<file path="src/dra_pkg.sv">
`timescale 1ns / 1ps
`default_nettype none
// ----------------------------------------------------------------------------
// dra_pkg
// Shared types and codes of the dated ring accumulator.
// ----------------------------------------------------------------------------
package dra_pkg;

	localparam int DATE_W  = 16;
	localparam int COUNT_W = 16;
	localparam int TOTAL_W = 32;

	localparam logic [COUNT_W-1:0] DAY_FIELD_MAX = 16'hFFFF;

	// item kinds carried on the input tuser
	localparam logic [1:0] MODE_RECORD = 2'd0;
	localparam logic [1:0] MODE_LOOKUP = 2'd1;
	localparam logic [1:0] MODE_WINDOW = 2'd2;

	// one ring entry as held in the memory
	typedef struct packed {
		logic [DATE_W-1:0]  date;
		logic [COUNT_W-1:0] sessions;
		logic [COUNT_W-1:0] minutes;
	} day_rec_t;

	// one result from the engine to the output register
	typedef struct packed {
		logic               found;
		logic [DATE_W-1:0]  date;
		logic [COUNT_W-1:0] sessions;
		logic [COUNT_W-1:0] minutes;
		logic [TOTAL_W-1:0] all_sessions;
		logic [TOTAL_W-1:0] all_minutes;
		logic               last;
	} dra_result_t;

	typedef enum logic [1:0] {
		ST_IDLE,
		ST_SCAN,
		ST_WRITE,
		ST_EMIT
	} eng_state_t;

endpackage
`default_nettype wire

</file>
<file path="src/dra_engine.sv">
`timescale 1ns / 1ps
`default_nettype none
// ----------------------------------------------------------------------------
// dra_engine
// Ring memory, newest-first scan, read-modify-write of one record, totals.
// ----------------------------------------------------------------------------
module dra_engine import dra_pkg::*; #(
	parameter int RING_DAYS   = 32,
	parameter int WINDOW_DAYS = 7
) (
	input  wire logic                clk,
	input  wire logic                arst_n,
	input  wire logic                cfg_we,
	input  wire logic [DATE_W-1:0]   cfg_wdata,
	input  wire logic                s_tvalid,
	output logic                     s_tready,
	input  wire logic [1:0]          s_mode,
	input  wire logic [DATE_W-1:0]   s_day,
	input  wire logic [COUNT_W-1:0]  s_mins,
	output logic                     res_valid,
	input  wire logic                res_ready,
	output dra_result_t              res
);

	localparam int AW = (RING_DAYS > 1) ? $clog2(RING_DAYS) : 1;
	localparam int CW = $clog2(RING_DAYS + 1);
	localparam int KW = (WINDOW_DAYS > 1) ? $clog2(WINDOW_DAYS) : 1;

	function automatic logic [DATE_W-1:0] win_date(input logic [DATE_W-1:0] today,
		input logic [6:0] back);
		logic [DATE_W:0] diff;
		diff = {1'b0, today} - {10'd0, back};
		win_date = diff[DATE_W] ? '0 : diff[DATE_W-1:0];
	endfunction

	eng_state_t          state_q, state_d;
	logic [1:0]          mode_q;
	logic [DATE_W-1:0]   day_q, target_q, no_date_q;
	logic [COUNT_W-1:0]  mins_q;
	logic [KW-1:0]       k_q;
	logic [TOTAL_W-1:0]  sum_sess_q, sum_min_q;
	logic [AW-1:0]       newest_q, scan_slot_q, slot_s1, wr_slot_q;
	logic [CW-1:0]       used_q, back_q;
	logic                pend_s1, first_s1, found_q, app_q;
	day_rec_t            rec_q, rd_data_s1, bumped;
	day_rec_t            ring_mem [RING_DAYS];

	logic                in_fire, hit, stop_less, more, scan_issue, scan_done;
	logic                is_record, do_append, k_last, more_window;
	logic                rd_en, wr_en;
	logic [AW-1:0]       next_slot, prev_slot;
	logic [COUNT_W:0]    min_sum;

	assign in_fire     = s_tvalid && s_tready;
	assign hit         = pend_s1 && (rd_data_s1.date == target_q);
	assign stop_less   = pend_s1 && (rd_data_s1.date < target_q);
	assign more        = back_q < used_q;
	assign scan_issue  = (state_q == ST_SCAN) && !hit && !stop_less && more;
	assign scan_done   = hit || stop_less || (!pend_s1 && !more);
	assign is_record   = mode_q == MODE_RECORD;
	// a newer date than the newest record: append over the oldest slot
	assign do_append   = is_record && stop_less && first_s1;
	assign k_last      = k_q == KW'(WINDOW_DAYS - 1);
	assign more_window = (mode_q == MODE_WINDOW) && !k_last;
	assign next_slot   = (newest_q == AW'(RING_DAYS - 1)) ? '0 : newest_q + 1'b1;
	assign prev_slot   = (scan_slot_q == '0) ? AW'(RING_DAYS - 1) : scan_slot_q - 1'b1;

	// saturate the count, add minutes only if they fit
	assign min_sum = {1'b0, rd_data_s1.minutes} + {1'b0, mins_q};
	always_comb begin
		bumped          = rd_data_s1;
		bumped.sessions = (rd_data_s1.sessions == DAY_FIELD_MAX) ?
			rd_data_s1.sessions : rd_data_s1.sessions + 1'b1;
		bumped.minutes  = min_sum[COUNT_W] ? rd_data_s1.minutes : min_sum[COUNT_W-1:0];
	end

	// next state
	always_comb begin
		state_d = state_q;
		case (state_q)
			ST_IDLE: begin
				if (in_fire) begin
					case (s_mode)
						MODE_RECORD: begin
							if (s_day == no_date_q) begin
								state_d = ST_EMIT;
							end else if (used_q == '0) begin
								state_d = ST_WRITE;
							end else begin
								state_d = ST_SCAN;
							end
						end
						MODE_LOOKUP, MODE_WINDOW: state_d = ST_SCAN;
						default: state_d = ST_IDLE;
					endcase
				end
			end
			ST_SCAN: begin
				if (scan_done) begin
					if ((hit && is_record) || do_append) begin
						state_d = ST_WRITE;
					end else begin
						state_d = ST_EMIT;
					end
				end
			end
			ST_WRITE: state_d = ST_EMIT;
			ST_EMIT: begin
				if (res_ready) begin
					state_d = more_window ? ST_SCAN : ST_IDLE;
				end
			end
			default: state_d = ST_IDLE;
		endcase
	end

	// outputs
	always_comb begin
		s_tready         = state_q == ST_IDLE;
		res_valid        = state_q == ST_EMIT;
		rd_en            = scan_issue;
		wr_en            = state_q == ST_WRITE;
		res.found        = found_q;
		res.date         = target_q;
		res.sessions     = found_q ? rec_q.sessions : '0;
		res.minutes      = found_q ? rec_q.minutes : '0;
		res.all_sessions = sum_sess_q;
		res.all_minutes  = sum_min_q;
		res.last         = !more_window;
	end

	// ring memory, one write and one registered read per cycle
	always_ff @(posedge clk) begin
		if (wr_en) begin
			ring_mem[wr_slot_q] <= rec_q;
		end
		if (rd_en) begin
			rd_data_s1 <= ring_mem[scan_slot_q];
		end
	end

	// control state
	always_ff @(posedge clk or negedge arst_n) begin
		if (!arst_n) begin
			state_q    <= ST_IDLE;
			no_date_q  <= '0;
			sum_sess_q <= '0;
			sum_min_q  <= '0;
			newest_q   <= '0;
			used_q     <= '0;
			back_q     <= '0;
			pend_s1    <= 1'b0;
			k_q        <= '0;
		end else begin
			state_q <= state_d;
			pend_s1 <= scan_issue;
			if (cfg_we) begin
				no_date_q <= cfg_wdata;
			end
			if (in_fire && (s_mode == MODE_RECORD)) begin
				sum_sess_q <= sum_sess_q + 1'b1;
				sum_min_q  <= sum_min_q + {16'd0, s_mins};
			end
			if (in_fire) begin
				back_q <= '0;
				k_q    <= '0;
			end
			if (scan_issue) begin
				back_q <= back_q + 1'b1;
			end
			if ((state_q == ST_EMIT) && res_ready && more_window) begin
				back_q <= '0;
				k_q    <= k_q + 1'b1;
			end
			if ((state_q == ST_WRITE) && app_q) begin
				newest_q <= wr_slot_q;
				if (used_q != CW'(RING_DAYS)) begin
					used_q <= used_q + 1'b1;
				end
			end
		end
	end

	// item payload and scan bookkeeping
	always_ff @(posedge clk) begin
		if (in_fire) begin
			mode_q      <= s_mode;
			day_q       <= s_day;
			mins_q      <= s_mins;
			scan_slot_q <= newest_q;
			found_q     <= 1'b0;
			app_q       <= 1'b1;
			wr_slot_q   <= next_slot;
			rec_q       <= '{date: s_day, sessions: 16'd1, minutes: s_mins};
			target_q    <= (s_mode == MODE_WINDOW) ?
				win_date(s_day, 7'(WINDOW_DAYS - 1)) : s_day;
		end
		if (state_q == ST_WRITE) begin
			found_q <= 1'b1;
		end
		if (scan_issue) begin
			slot_s1     <= scan_slot_q;
			first_s1    <= back_q == '0;
			scan_slot_q <= prev_slot;
		end
		if ((state_q == ST_SCAN) && scan_done) begin
			found_q <= hit;
			if (hit) begin
				app_q     <= 1'b0;
				wr_slot_q <= slot_s1;
				rec_q     <= is_record ? bumped : rd_data_s1;
			end else if (do_append) begin
				app_q     <= 1'b1;
				wr_slot_q <= next_slot;
				rec_q     <= '{date: target_q, sessions: 16'd1, minutes: mins_q};
			end
		end
		if ((state_q == ST_EMIT) && res_ready && more_window) begin
			scan_slot_q <= newest_q;
			target_q    <= win_date(day_q, 7'(WINDOW_DAYS - 1) - 7'(k_q) - 7'd1);
		end
	end

	a_used_bound: assert property (@(posedge clk) disable iff (!arst_n)
		used_q <= CW'(RING_DAYS))
		else $error("fill count beyond ring depth");

	a_port_excl: assert property (@(posedge clk) disable iff (!arst_n)
		!(rd_en && wr_en))
		else $error("ring read and write in the same cycle");

	a_total_step: assert property (@(posedge clk) disable iff (!arst_n)
		(in_fire && (s_mode == MODE_RECORD)) |=> (sum_sess_q == $past(sum_sess_q) + 32'd1))
		else $error("session total did not advance on a record transaction");

	a_newest_move: assert property (@(posedge clk) disable iff (!arst_n)
		(newest_q != $past(newest_q)) |-> $past((state_q == ST_WRITE) && app_q))
		else $error("newest slot moved outside an append");

endmodule
`default_nettype wire

</file>
<file path="src/dated_ring_accumulator_core.sv">
`timescale 1ns / 1ps
`default_nettype none
// ----------------------------------------------------------------------------
// dated_ring_accumulator_core
// Per-date session ring with running totals, stream in / stream out.
// ----------------------------------------------------------------------------
// Keeps up to RING_DAYS dated records (date, sessions, minutes) in a ring
// memory, oldest to newest in ascending date order, plus two 32-bit totals
// that wrap. One item is handled at a time. A lookup walks the ring
// newest-first through the single read port of the memory, one entry per
// cycle, and stops at the first entry at or below the wanted date or once
// it runs past the oldest entry. A record item runs one such lookup plus a
// write-back of the updated or appended record; an item carrying the
// no-date code skips the ring. A window query runs WINDOW_DAYS lookups
// back to back and returns one transaction per date, oldest first, with
// tlast on the final one. Mode 3 is accepted and produces nothing. The ring
// needs no clearing after reset: the fill count keeps unwritten entries
// from being read. Results pass through an output register, so a finished
// result may wait on m_tready while the core goes on. Write the no-date
// code only while the core is idle.
// ----------------------------------------------------------------------------
module dated_ring_accumulator_core import dra_pkg::*; #(
	parameter int RING_DAYS   = 32,
	parameter int WINDOW_DAYS = 7
) (
	input  wire logic          clk,
	input  wire logic          arst_n,
	input  wire logic          cfg_we,
	input  wire logic [15:0]   cfg_wdata,   // no_date_code
	input  wire logic          s_tvalid,
	output logic               s_tready,
	input  wire logic [31:0]   s_tdata,     // day_number[15:0], session_minutes[31:16]
	input  wire logic [1:0]    s_tuser,     // mode[1:0]
	output logic               m_tvalid,
	input  wire logic          m_tready,
	output logic [111:0]       m_tdata,     // reported_date[15:0], day_sessions[31:16],
	                                        // day_minutes[47:32], all_sessions[79:48],
	                                        // all_minutes[111:80]
	output logic [0:0]         m_tuser,     // found[0]
	output logic               m_tlast      // last_of_run
);

	logic        res_valid, res_ready;
	dra_result_t res, res_q;
	logic        m_tvalid_q;

	dra_engine #(
		.RING_DAYS   (RING_DAYS),
		.WINDOW_DAYS (WINDOW_DAYS)
	) u_engine (
		.clk       (clk),
		.arst_n    (arst_n),
		.cfg_we    (cfg_we),
		.cfg_wdata (cfg_wdata),
		.s_tvalid  (s_tvalid),
		.s_tready  (s_tready),
		.s_mode    (s_tuser),
		.s_day     (s_tdata[15:0]),
		.s_mins    (s_tdata[31:16]),
		.res_valid (res_valid),
		.res_ready (res_ready),
		.res       (res)
	);

	// take a new result whenever the output register is empty or draining
	assign res_ready = !m_tvalid_q || m_tready;

	always_ff @(posedge clk or negedge arst_n) begin
		if (!arst_n) begin
			m_tvalid_q <= 1'b0;
		end else if (res_ready) begin
			m_tvalid_q <= res_valid;
		end
	end

	// hold the payload until the transaction completes
	always_ff @(posedge clk) begin
		if (res_valid && res_ready) begin
			res_q <= res;
		end
	end

	assign m_tvalid = m_tvalid_q;
	assign m_tdata  = {res_q.all_minutes, res_q.all_sessions, res_q.minutes,
		res_q.sessions, res_q.date};
	assign m_tuser  = res_q.found;
	assign m_tlast  = res_q.last;

endmodule
`default_nettype wire

</file>
<file path="config.mk">
export PLATFORM = sky130hd
export DESIGN_NAME = dated_ring_accumulator_core
export DESIGN_NICKNAME = d
export VERILOG_FILES = /design/src/dra_pkg.sv /design/src/dra_engine.sv /design/src/dated_ring_accumulator_core.sv
export SDC_FILE = /design/constraint.sdc
export NUM_CORES = 2
export LEC_CHECK = 0
export ABC_AREA = 1
export BUFFER_PORTS_ARGS = -buffer_cell sky130_fd_sc_hd__clkbuf_2
export CORE_UTILIZATION = 30
export DETAILED_ROUTE_END_ITERATION = 6
export GPL_TIMING_DRIVEN = 0
export SETUP_SLACK_MARGIN = 0.15
export SYNTH_ARGS = -nofsm -noshare
export SYNTH_HDL_FRONTEND = slang
export SYNTH_SLANG_ARGS = --single-unit
export TNS_END_PERCENT = 5
</file>
<file path="constraint.sdc">
create_clock -name clk -period 7.5 [get_ports clk]
set_clock_uncertainty 0.2 [all_clocks]
set_input_delay 0.375 -clock clk [delete_from_list [all_inputs] [get_ports clk]]
set_output_delay 0.375 -clock clk [all_outputs]
set_load 0.05 [all_outputs]
</file>
* Word level (Yosys, flattened, before mapping)
Memory sizes are Yosys's and may differ from the RTL's. A register that Yosys moved wholly into a read port is not among the register bits. Index checks and enable logic that the tools add are counted.
Operators by class: equality and inequality tests 15, add/sub/neg operators 13, reduce and logical (&&, ||, !) cells 39, magnitude comparators 2, mux-type cells 44
Operator list (number):
- $mux 48 | 4
- $mux 16 | 7
- $mux 5 | 9
- $add 32x1->32 const B | 1
- $add 32x16->32 | 1
- $eq 16x16->1 | 2
- $mux 32 | 1
- $mux 6 | 3
- $add 16x16->17 | 1
- $sub 16x3->17 const B | 1
- $sub 16x7->17 | 1
- $add 16x1->16 const B | 1
- $eq 16x16->1 const B | 1
- $logic_and 1x1->1 | 16
- $lt 16x16->1 | 1
- $add 6x1->6 const B | 2
- $logic_not 6->1 | 2
- $mux 1 | 11
- $mux 2 | 5
- $eq 2x2->1 const B | 4
- $pmux 2 s4 | 1
- $logic_not 1->1 | 7
- $sub 7x1->7 const B | 1
- $logic_not 2->1 | 3
- other kinds (20) | 27
Word-level totals: register bits after elaboration 334, memories kept 1, input bits 55, memory bits (writable) 1536, output and inout port bits 116, word-level logic and storage cells 144
Memories:
- u_engine.ring_mem | words 32, width 48, read ports 1, clocked after memory_dff 1, wr ports 1, RTL line dra_engine.sv:46 | day_rec_t ring_mem [RING_DAYS];

* Logic depth before layout (Yosys ltp)
word-level depth 8, mapped depth 18, mapped depth without buffers 18

* By module
A second synthesis with hierarchy kept.
Second synthesis, totals: cell total of the unflattened synthesis 6379, area total of the unflattened synthesis 78625.4 sq um
Modules (own cells, without submodules):
- dra_engine | cells an instance 6259, area each 75157.1 sq um, instances 1, seq. area each 53085.9 sq um
- dated_ring_accumulator_core | cells an instance 120, area each 3468.3 sq um, instances 1, seq. area each 3448.3 sq um

* Worst setup path before layout
Ideal clock, no wire load.
path kind reg-to-reg, start register m_tvalid_q, in the netlist m_tvalid, end register res_q (netlist bit m_tdata[0]) (enable), setup time 591 ps, cell stages (with the launch flop) 4, required time 6709 ps, period minus slack after synthesis 6277 ps, arrival time 5487 ps, slack 1223 ps, path buffers 0, path through dfrtp_1 > inv_1 > nor2_1 > nor2_1
Between the ends: word-level cells in the longest chain between the ends 3
Ends and longest elaborated chain:
- start: declaration | RTL line dated_ring_accumulator_core.sv:45 | logic m_tvalid_q;
- start signal: assignment | RTL line dated_ring_accumulator_core.sv:72 | m_tvalid_q <= res_valid;
- $logic_not 1->1 | RTL line dated_ring_accumulator_core.sv:66 | assign res_ready = !m_tvalid_q || m_tready;
- $logic_or 1x1->1 | RTL line dated_ring_accumulator_core.sv:66
- $logic_and 1x1->1 | RTL line dated_ring_accumulator_core.sv:78 | if (res_valid && res_ready) begin
- end signal: assignment | RTL line dated_ring_accumulator_core.sv:79 | res_q <= res;
- end: declaration | RTL line dated_ring_accumulator_core.sv:44 | dra_result_t res, res_q;
Every way passes these cells. A chain may end at the register's enable or synchronous reset.

==> impl_metrics.json <==
{
  "die_y_um": 515,
  "ctsResizeCount": 0,
  "slew_viol_final": 0,
  "finalNonFillerCells": 10600,
  "grt_start_max_net_pins": 72,
  "p_sw_w": 0.0154,
  "remaining_drc_errors": 1,
  "max_stage_delay_ns": 1.04,
  "clk_pin_slew_ns": 0.06,
  "r2r-end": "u_engine.rd_data_s1[25]",
  "whs_ns": 0.0782,
  "ys_types": 63,
  "ios": 171,
  "vias": 56500,
  "reg2reg_depth": 6,
  "ir_drop_mv": 0.232,
  "worstMarginPinSlew_ns": 1.48,
  "p_int_w": 0.0220,
  "cts_hold_buffers": 75,
  "syn2layout_area_growth_pct": 17.9,
  "drive_gt1_frac": 0.112,
  "p_clk_frac": 0.255,
  "final_antenna_net_count": 0,
  "min_path_cells": 2,
  "critical_path_arrival_ns": 4.90,
  "synth_area_um2": 78900,
  "wl_per_cell_um": 25.9,
  "start_util": 0.303,
  "drtIter0Drc": 7856,
  "dp.cells": 10200,
  "nFillCells": 25200,
  "highest_layer": "met5",
  "first_pass_iters": 7,
  "reg2reg_slack_ns": 3.12,
  "antenna_found_initial": 9,
  "hold_violations": 0,
  "grt_overflow": 0,
  "cp-end-kind": "register",
  "cts_tree": "done",
  "syn_area_per_cell_um2": 12.3,
  "p_seq_frac": 0.401,
  "leakagePower_nw": 32.2,
  "routabilityCongestion": 0.968,
  "fp.dieW_um": 515,
  "slew-limit-headroom": 0.0120,
  "avgViaCountPerCell": 5.34,
  "setup_viol": 0,
  "cts_sinks": 1918,
  "hpwlAfterDp_um": 188000,
  "yosys.area_share.simple": 0.108,
  "fmax_mhz": 228,
  "coreArea_um2": 261000,
  "path_cells": "clkbuf_1 > clkbuf_1 > nor2_1 > o22ai_1 > nand2_1 > nand2_1",
  "required_ns": 8.03,
  "cp_top_family": "buffers and inverters",
  "rsz0062_at_grt": "no",
  "cp.buffers_inverters": 2,
  "syn-num-nets": 6549,
  "synthAdderAreaFrac": 0.0136,
  "violations": "design-rule violations",
  "htreeDepth": 4,
  "maxCapViolCount": 0,
  "worstHoldStart": "s_tdata[6]",
  "switching_share": 0.412,
  "synth_edf_count": 1760,
  "setup_tns_ns": 0,
  "wl_met2_um": 121000,
  "critPathKind": "reg -> reg",
  "ys_ff_latch": 1918,
  "postCtsSetupBuffers": 0,
  "clock_latency_ns": 0.86,
  "cts_buffer_depth": 3,
  "fin_crit_sh": 0.584,
  "grt_pass1_wl_um": 385000,
  "synth_top_family_by_area": "compound AO/OA/AOI/OAI gates",
  "row_count": 187,
  "hold_path_class": "in -> reg",
  "cts_root_buf": "clkbuf_16",
  "synth-xor-area-share": 0.0120,
  "ys_warn_count": 0,
  "synthArstFlopShare": 0.0542,
  "final_util": 0.357,
  "synthMuxAreaShare": 0.00387,
  "synth_ff_type": "edfxtp_1",
  "cp-start-kind": "register",
  "wl_met3_um": 31500,
  "critPathMaxFanout": 10,
  "combPwrFrac": 0.345,
  "die_area_um2": 265000,
  "track_usage": 0.201,
  "cpMaxStageDelayCell": "edfxtp_1",
  "grt_pass1_vias": 54000,
  "min_to": "u_engine.day_q[6]",
  "r2r_start": "u_engine.scan_slot_q[2]",
  "nets": 7062,
  "powerDensity_nw_per_um2": 403,
  "cts_made_buffers": 190,
  "synth-compound-area-share": 0.111,
  "fin_crit_ns": 4.38,
  "syn_inst": 6410,
  "drt_wl_total_um": 274000,
  "seq_area_frac_synth": 0.717,
  "status": "finished with violations",
  "m1WireLength_um": 106000,
  "numPortBuffers": 169
}
## metrics by stage
| step | area, um^2 | power [W] | worst slack [ns] |
|---|---|---|---|
| finish | 93000 | 0.0375 | 3.12 |
| CTS | 93000 | 0.0371 | 3.33 |
| detailed placement | 86100 | 0.0276 | 3.36 |
| floorplan | 78900 | 0.0215 | 1.22 |
| global placement | 84100 | 0.0273 | -2.45 |
| global route | 93000 | 0.0387 | 3.18 |
## sequential cells by signal (all words and copies together), names as in the netlist, 32 cells and up
signal / cells
u_engine.rd_data_s1: 32
u_engine.sum_min_q: 32
u_engine.rec_q: 48
m_tdata: 112
u_engine.ring_mem: 1536
u_engine.sum_sess_q: 32
## kinds of logic after synthesis
logic type	count (synthesis)
AND/OR/NAND/NOR	2079
flip-flops	1918
AO/OA/AOI/OAI	1527
buffers and inverters	665
XOR/XNOR	108
adder cells (fa/ha/maj)	84
multiplexers	29
## cells in the final DEF, fill, tap and decap left out, types with 87 or more instances in the layout
| cell type | instances |
|---|---|
| o22ai_1 | 349 |
| nand2_1 | 891 |
| dfrtp_1 | 104 |
| buf_2 | 99 |
| a21oi_1 | 185 |
| clkbuf_2 | 170 |
| o21ai_1 | 87 |
| nor2_1 | 820 |
| clkbuf_16 | 192 |
| inv_1 | 283 |
| o21ai_0 | 717 |
| nand3_1 | 176 |
| clkbuf_1 | 277 |
| o221ai_1 | 163 |
| edfxtp_1 | 1760 |
## synth_stat cells, types with 54 or more instances
| library cell | n | share of area |
|---|---|---|
| o21ai_1 | 87 | 0.0055 |
| nand3_1 | 176 | 0.011 |
| clkbuf_1 | 233 | 0.011 |
| dfxtp_1 | 54 | 0.014 |
| nor2_1 | 853 | 0.041 |
| o221ai_1 | 163 | 0.018 |
| ha_1 | 81 | 0.013 |
| inv_1 | 284 | 0.014 |
| dfrtp_1 | 104 | 0.033 |
| o21ai_0 | 717 | 0.045 |
| xor2_1 | 61 | 0.0068 |
| o22ai_1 | 349 | 0.028 |
| edfxtp_1 | 1760 | 0.67 |
| a21oi_1 | 185 | 0.012 |
| buf_2 | 99 | 0.0063 |
| nand2_1 | 891 | 0.042 |
## worst max-delay path by stage
stage / depth (start not counted) / slack, ns / startpoint / to
floorplan: 3 / 1.22 / m_tvalid / m_tdata[0]
global placement: 3 / -2.45 / u_engine.state_q[1] / m_tdata[27]
detailed placement: 7 / 3.36 / u_engine.state_q[0] / u_engine.ring_mem[17][26]
CTS: 7 / 3.33 / u_engine.state_q[0] / u_engine.ring_mem[17][11]
global route: 7 / 3.18 / u_engine.state_q[0] / u_engine.ring_mem[17][11]
finish: 6 / 3.12 / u_engine.scan_slot_q[2] / u_engine.rd_data_s1[25]
## layout make-up
cell class / instances / area, um^2 / area share
Buffer: 365 / 1580 / 0.0170
Antenna cell: 6 / 15.0 / 0.000161
Inverter: 300 / 1130 / 0.0122
Timing Repair Buffer: 321 / 3300 / 0.0355
Tap cell: 3496 / 4370 / 0.0470
Clock buffer: 242 / 5030 / 0.0541
Multi-Input combinational cell: 3827 / 19900 / 0.214
Sequential cell: 1918 / 56600 / 0.608
Clock inverter: 107 / 1120 / 0.0120
## power by group through the flow
| stage | Clock (W) | Combinational [W] | Sequential, W |
|---|---|---|---|
| finish | 0.00954 | 0.0129 | 0.0150 |
| global route | 0.0100 | 0.0136 | 0.0150 |
| CTS | 0.00961 | 0.0125 | 0.0150 |
| detailed placement | 0 | 0.0124 | 0.0152 |
| global placement | 0 | 0.0121 | 0.0153 |
| floorplan | 0 | 0.00696 | 0.0145 |
## per-layer routing
layer / GRT usage / up-vias
met5: 0 / -
met4: 0.102 / 6
met3: 0.0482 / 600
met2: 0.308 / 3453
met1: 0.265 / 28100
li1: - / 24400
(Power assumes the default switching activity.)
